$ cat config.mk
export PLATFORM = sky130hd
export DESIGN_NAME = pbc_div
export DESIGN_NICKNAME = d
export VERILOG_FILES = /design/src/hdl/pbc_pkg.sv /design/src/hdl/pbc_div.sv
export SDC_FILE = /design/constraint.sdc
export NUM_CORES = 1
export LEC_CHECK = 0
export ABC_AREA = 1
export ABC_CLOCK_PERIOD_IN_PS = 2600
export BUFFER_PORTS_ARGS = -buffer_cell sky130_fd_sc_hd__buf_4
export CAP_MARGIN = 20
export CORE_UTILIZATION = 40
export CTS_BUF_LIST = sky130_fd_sc_hd__clkbuf_16
export CTS_CLUSTER_SIZE = 16
export DETAILED_ROUTE_END_ITERATION = 7
export PLACE_DENSITY = 0.63
export SLEW_MARGIN = 30
export SYNTH_ARGS = -nofsm -noshare
export SYNTH_HDL_FRONTEND = slang
export SYNTH_SLANG_ARGS = --single-unit
$ cat constraint.sdc
create_clock -name clk -period 2.6 [get_ports clk]
set_input_delay 0.39 -clock clk [delete_from_list [all_inputs] [get_ports clk]]
set_output_delay 0.39 -clock clk [all_outputs]
set_load 0.1 [all_outputs]
$ cat src/hdl/pbc_pkg.sv
package pbc_pkg;

  localparam int CH_W   = 8;
  localparam int W_W    = 16;
  localparam int NUM_W  = 26;
  localparam int DEN_W  = 17;
  localparam int Q_W    = 9;
  localparam int MODE_W = 4;
  localparam int IDX_W  = 4;

  localparam logic [W_W-1:0]   W_FULL   = 16'd65025;
  localparam logic [DEN_W-1:0] DEN_255  = 17'd255;
  localparam logic [DEN_W-1:0] DEN_SOFT = 17'd130050;

  // Division by 65025 of a dividend below 2^24 as floor(x * MIX_RCP / 2^RCP_SH).
  // The dividend is split into two halves of HALF_W bits for the product.
  localparam int HALF_W = 12;
  localparam int RCP_W  = 25;
  localparam int RCP_SH = 40;
  localparam logic [RCP_W-1:0] MIX_RCP = 25'd16909061;

  localparam logic [IDX_W-1:0] CFG_MODE    = 4'd0;
  localparam logic [IDX_W-1:0] CFG_OPACITY = 4'd1;

  localparam logic [MODE_W-1:0] MODE_NORMAL   = 4'd0;
  localparam logic [MODE_W-1:0] MODE_MULTIPLY = 4'd1;
  localparam logic [MODE_W-1:0] MODE_SCREEN   = 4'd2;
  localparam logic [MODE_W-1:0] MODE_OVERLAY  = 4'd3;
  localparam logic [MODE_W-1:0] MODE_DARKEN   = 4'd4;
  localparam logic [MODE_W-1:0] MODE_LIGHTEN  = 4'd5;
  localparam logic [MODE_W-1:0] MODE_DODGE    = 4'd6;
  localparam logic [MODE_W-1:0] MODE_BURN     = 4'd7;
  localparam logic [MODE_W-1:0] MODE_HARD     = 4'd8;
  localparam logic [MODE_W-1:0] MODE_SOFT     = 4'd9;
  localparam logic [MODE_W-1:0] MODE_DIFF     = 4'd10;
  localparam logic [MODE_W-1:0] MODE_EXCL     = 4'd11;

  // How the quotient of the channel divider turns into the blended value.
  typedef enum logic [1:0] {
    OP_DIRECT,
    OP_QUO,
    OP_INV,
    OP_EXCL
  } op_t;

endpackage

$ cat src/hdl/pbc_div.sv
// Restoring divider, one quotient bit per register stage.
module pbc_div (
  input  logic                        clk,
  input  logic                        en,
  input  logic [pbc_pkg::NUM_W-1:0]   num,
  input  logic [pbc_pkg::DEN_W-1:0]   den,
  output logic [pbc_pkg::Q_W-1:0]     quo
);

  logic [pbc_pkg::NUM_W-1:0] rem [pbc_pkg::Q_W];
  logic [pbc_pkg::DEN_W-1:0] dn  [pbc_pkg::Q_W-1];
  logic [pbc_pkg::Q_W-1:0]   qq  [pbc_pkg::Q_W];

  for (genvar s = 0; s < pbc_pkg::Q_W; s++) begin : g_step
    logic [pbc_pkg::NUM_W-1:0] r_in;
    logic [pbc_pkg::DEN_W-1:0] d_in;
    logic [pbc_pkg::Q_W-1:0]   q_in;
    logic [pbc_pkg::NUM_W:0]   trial;
    logic                      take;

    if (s == 0) begin : g_first
      assign r_in = num;
      assign d_in = den;
      assign q_in = '0;
    end else begin : g_next
      assign r_in = rem[s-1];
      assign d_in = dn[s-1];
      assign q_in = qq[s-1];
    end

    assign trial = (pbc_pkg::NUM_W+1)'(d_in) << (pbc_pkg::Q_W - 1 - s);
    assign take  = {1'b0, r_in} >= trial;

    always_ff @(posedge clk) begin
      if (en) begin
        rem[s] <= take ? (r_in - trial[pbc_pkg::NUM_W-1:0]) : r_in;
        qq[s]  <= {q_in[pbc_pkg::Q_W-2:0], take};
      end
    end

    if (s < pbc_pkg::Q_W - 1) begin : g_den
      always_ff @(posedge clk) begin
        if (en) begin
          dn[s] <= d_in;
        end
      end
    end
  end

  assign quo = qq[pbc_pkg::Q_W-1];

endmodule

==> results.sh <==
export IMPL_slew_violations=0
export IMPL_grt_pass1_wl_microns=109000
export IMPL_grt_use_met1_pct=21.5
export IMPL_crit_path_end_kind="register"
export IMPL_power_leakage_nw=15.0
export IMPL_vias=21500
export IMPL_clk_latency_ns=0.59
export IMPL_syn_to_final_growth_pct=13.7
export IMPL_ys_async_sr_fraction_pct=0
export IMPL_ir_worst_vdd_uv=686
export IMPL_synthAdderAreaFrac_pct=7.89
export IMPL_synth_compound_area_share_pct=3.19
export IMPL_start_util_pct=40.6
export IMPL_numCtsBuffers=45
export IMPL_yosysTopAreaCell="edfxtp_1"
export IMPL_syn_num_nets=3691
export IMPL_grt_total_usage_pct=20.8
export IMPL_place_port_buffers=53
export IMPL_fin_nets=3851
export IMPL_yosysSeqAreaShare_pct=44.4
export IMPL_grt_pass1_vias=21300
export IMPL_viasPerCell=4.74
export IMPL_required_ns=2.90
export IMPL_core_area_sq_mm=0.0647
export IMPL_cp_max_fo=18
export IMPL_die_y_microns=258
export IMPL_htreeDepth=2
export IMPL_arrival_ns=2.69
export IMPL_clock_skew_ns=0.0101
export IMPL_hp_start="num[10]"
export IMPL_place_inst=4427
export IMPL_synth_seq_cells=389
export IMPL_status="finished, final reports clean"
export IMPL_setup_tns_ns=0
export IMPL_max_clock_path_buffers=3
export IMPL_synth_top_family_by_area="simple AND/OR/NAND/NOR gates"
export IMPL_postSynthCellCount=3485
export IMPL_drc=0
export IMPL_syn_cell_area_sq_mm=0.0263
export IMPL_synth_xor_xnor_area_share_pct=2.16
export IMPL_drv_cap=0
export IMPL_r2r_setup_slack_ns=0.21
export IMPL_die_x_microns=258
export IMPL_fin_crit_ns=2.39
export IMPL_finalHoldViolCount=0
export IMPL_synthSimpleGateAreaFrac_pct=31.6
export IMPL_ys_types=39
export IMPL_fp_dieArea_sq_mm=0.0668
export IMPL_ios=54
export IMPL_finalCritPeriodShare_pct=91.9
export IMPL_crit_type="reg2reg"
export IMPL_tightest_slew_ns=0.659
export IMPL_fin_hold_ws_ns=0.0834
export IMPL_clkSinkCount=389
export IMPL_crit_end="rem[0][69]$_DFFE_PP_"
export IMPL_hold_path_class="in2reg"
export IMPL_fmax_mhz=419
export IMPL_synth_edf_count=389
export IMPL_post_place_ws_ns=0.0941
export IMPL_maxSlewHeadroom_pct=56.1
export IMPL_netlist_top_cells_count="1416 x nand2_1, 667 x inv_1, 389 x edfxtp_1"
export IMPL_place_gp_congestion=0.924
export IMPL_setup_violations=0
export IMPL_drive_gt1_share_pct=8.39
export IMPL_routed_wl_microns=69100
export IMPL_rows=93
export IMPL_yosysMostFrequentCell="nand2_1"
export IMPL_crit_path_start_kind="register"
export IMPL_power_density_mw_per_mm2=941
export IMPL_dpl_hpwl_microns=56200
export IMPL_dr_pass1_iters=5
export IMPL_overflow=0
export IMPL_worstSetupStartpoint="rem[0][32]$_DFFE_PP_"
export IMPL_antenna_found_initial=0
export IMPL_stdcell_count=4536
export IMPL_rsz0062_at_grt="no"
export IMPL_antenna_cells=0
export IMPL_use_met3_pct=2.37
export IMPL_ys_top_cells_by_area="edfxtp_1 44%, nand2_1 20%, inv_1 9.5%"
export IMPL_synth_top_cell_area_share_pct=44.4
export IMPL_grtUsageMet2_pct=40.8
export IMPL_r2r_cells=12
export IMPL_r2r_start="rem[0][32]$_DFFE_PP_"
export IMPL_synthMuxAreaShare_pct=0
export IMPL_grt_max_degree=110
export IMPL_reg2reg_to="rem[0][69]$_DFFE_PP_"
export IMPL_top_usage_layer="met2"
export IMPL_cts_root_buf="clkbuf_16"
export IMPL_syn_area_per_cell_sq_um=7.55
export IMPL_wl_per_cell_microns=15.2
export IMPL_antenna_left=0
export IMPL_cts_tree="done"
export IMPL_worst_slack_ns=0.211
export IMPL_utilization_pct=46.2
export IMPL_ys_warn_count=0
export IMPL_path_clk_slew_ns=0.06
export IMPL_ys_flop_type="edfxtp_1"
export IMPL_drt_iter0_markers=1251
-- logic make-up after synthesis --
logic type / Yosys count
AND/OR/NAND/NOR: 2016
buffers and inverters: 709
flip-flops: 389
adder cells (fa/ha/maj): 161
AO/OA/AOI/OAI: 145
XOR/XNOR: 65
-- routing by layer --
layer	share of wire, %	wire, microns	vias to the layer above
met5	0	0	-
met4	5.4	3710	0
met3	2.9	2030	166
met2	54	37200	413
met1	38	26200	9748
li1	-	-	11200
-- worst max-delay path: stages (launching register included) --
cell      delay, ns
edfxtp_1       0.39
inv_1          0.07
ha_1           0.19
inv_1          0.06
fa_1           0.40
nand3_1        0.10
nand3_2        0.16
nand2_1        0.15
nand2_1        0.09
nand3_2        0.09
nand2_4        0.15
nand2_1        0.10
nand2_1        0.12
-- area by class of cell --
class	instances	area, sq um
multi-input combinational	2387	11800
clock inverter	38	423
sequential	389	11700
clock buffer	45	1130
fill	6539	34800
inverter	684	2570
timing repair buffer	138	1210
tap	855	1070
-- registers in the layout, indices dropped and copies added, names as in the netlist --
signal  count
rem       208
dn        136
qq         45
-- how the worst min path moves through the flow --
stage,cells after the start,slack [ns],to
global route,3,0.06,rem[0][8]$_DFFE_PP_
floorplan,0,0.40,qq[0][10]$_DFFE_PP_
finish,3,0.08,rem[0][10]$_DFFE_PP_
detailed placement,0,0.40,qq[0][39]$_DFFE_PP_
CTS,1,0.002,dn[0][10]$_DFFE_PP_
global placement,0,0.40,qq[0][70]$_DFFE_PP_
-- power breakdown --
part	switching [mW]	internal [mW]
sequential	0.834	8.70
clock	2.71	3.89
combinational	7.87	4.13
total	11.4	16.7
-- cell usage in the layout (no fill, tap or decap), types with 16 or more instances in the layout --
| cell | n |
|---|---|
| nand4_1 | 38 |
| nor3_1 | 22 |
| o21ai_0 | 16 |
| nand2_2 | 49 |
| a21oi_1 | 101 |
| edfxtp_1 | 389 |
| nand2_1 | 1416 |
| nor2_1 | 244 |
| a21oi_2 | 16 |
| inv_1 | 672 |
| clkbuf_16 | 45 |
| ha_1 | 153 |
| nand3_1 | 183 |
| dlygate4sd3_1 | 25 |
| buf_4 | 104 |
| xor2_1 | 60 |
-- what timing repair did --
| action | in CTS | in global routing |
|---|---|---|
| resized for setup | 0 | 4 |
| setup endpoints to repair | 0 | 44 |
| hold buffers | 24 | 1 |
| endpoints found under the hold margin | 24 | 1 |
| setup buffers | 0 | 1 |
-- through the flow --
| step | power [mW] | cell area (sq um) |
|---|---|---|
| 2_1_floorplan | 18.1 | 26300 |
| 3_3_place_gp | 21.5 | 28100 |
| 3_5_place_dp | 21.6 | 28100 |
| 4_1_cts | 28.3 | 29800 |
| 5_1_grt | 30.3 | 29900 |
| 6_report | 28.1 | 29900 |
(Power assumes the default switching activity.)
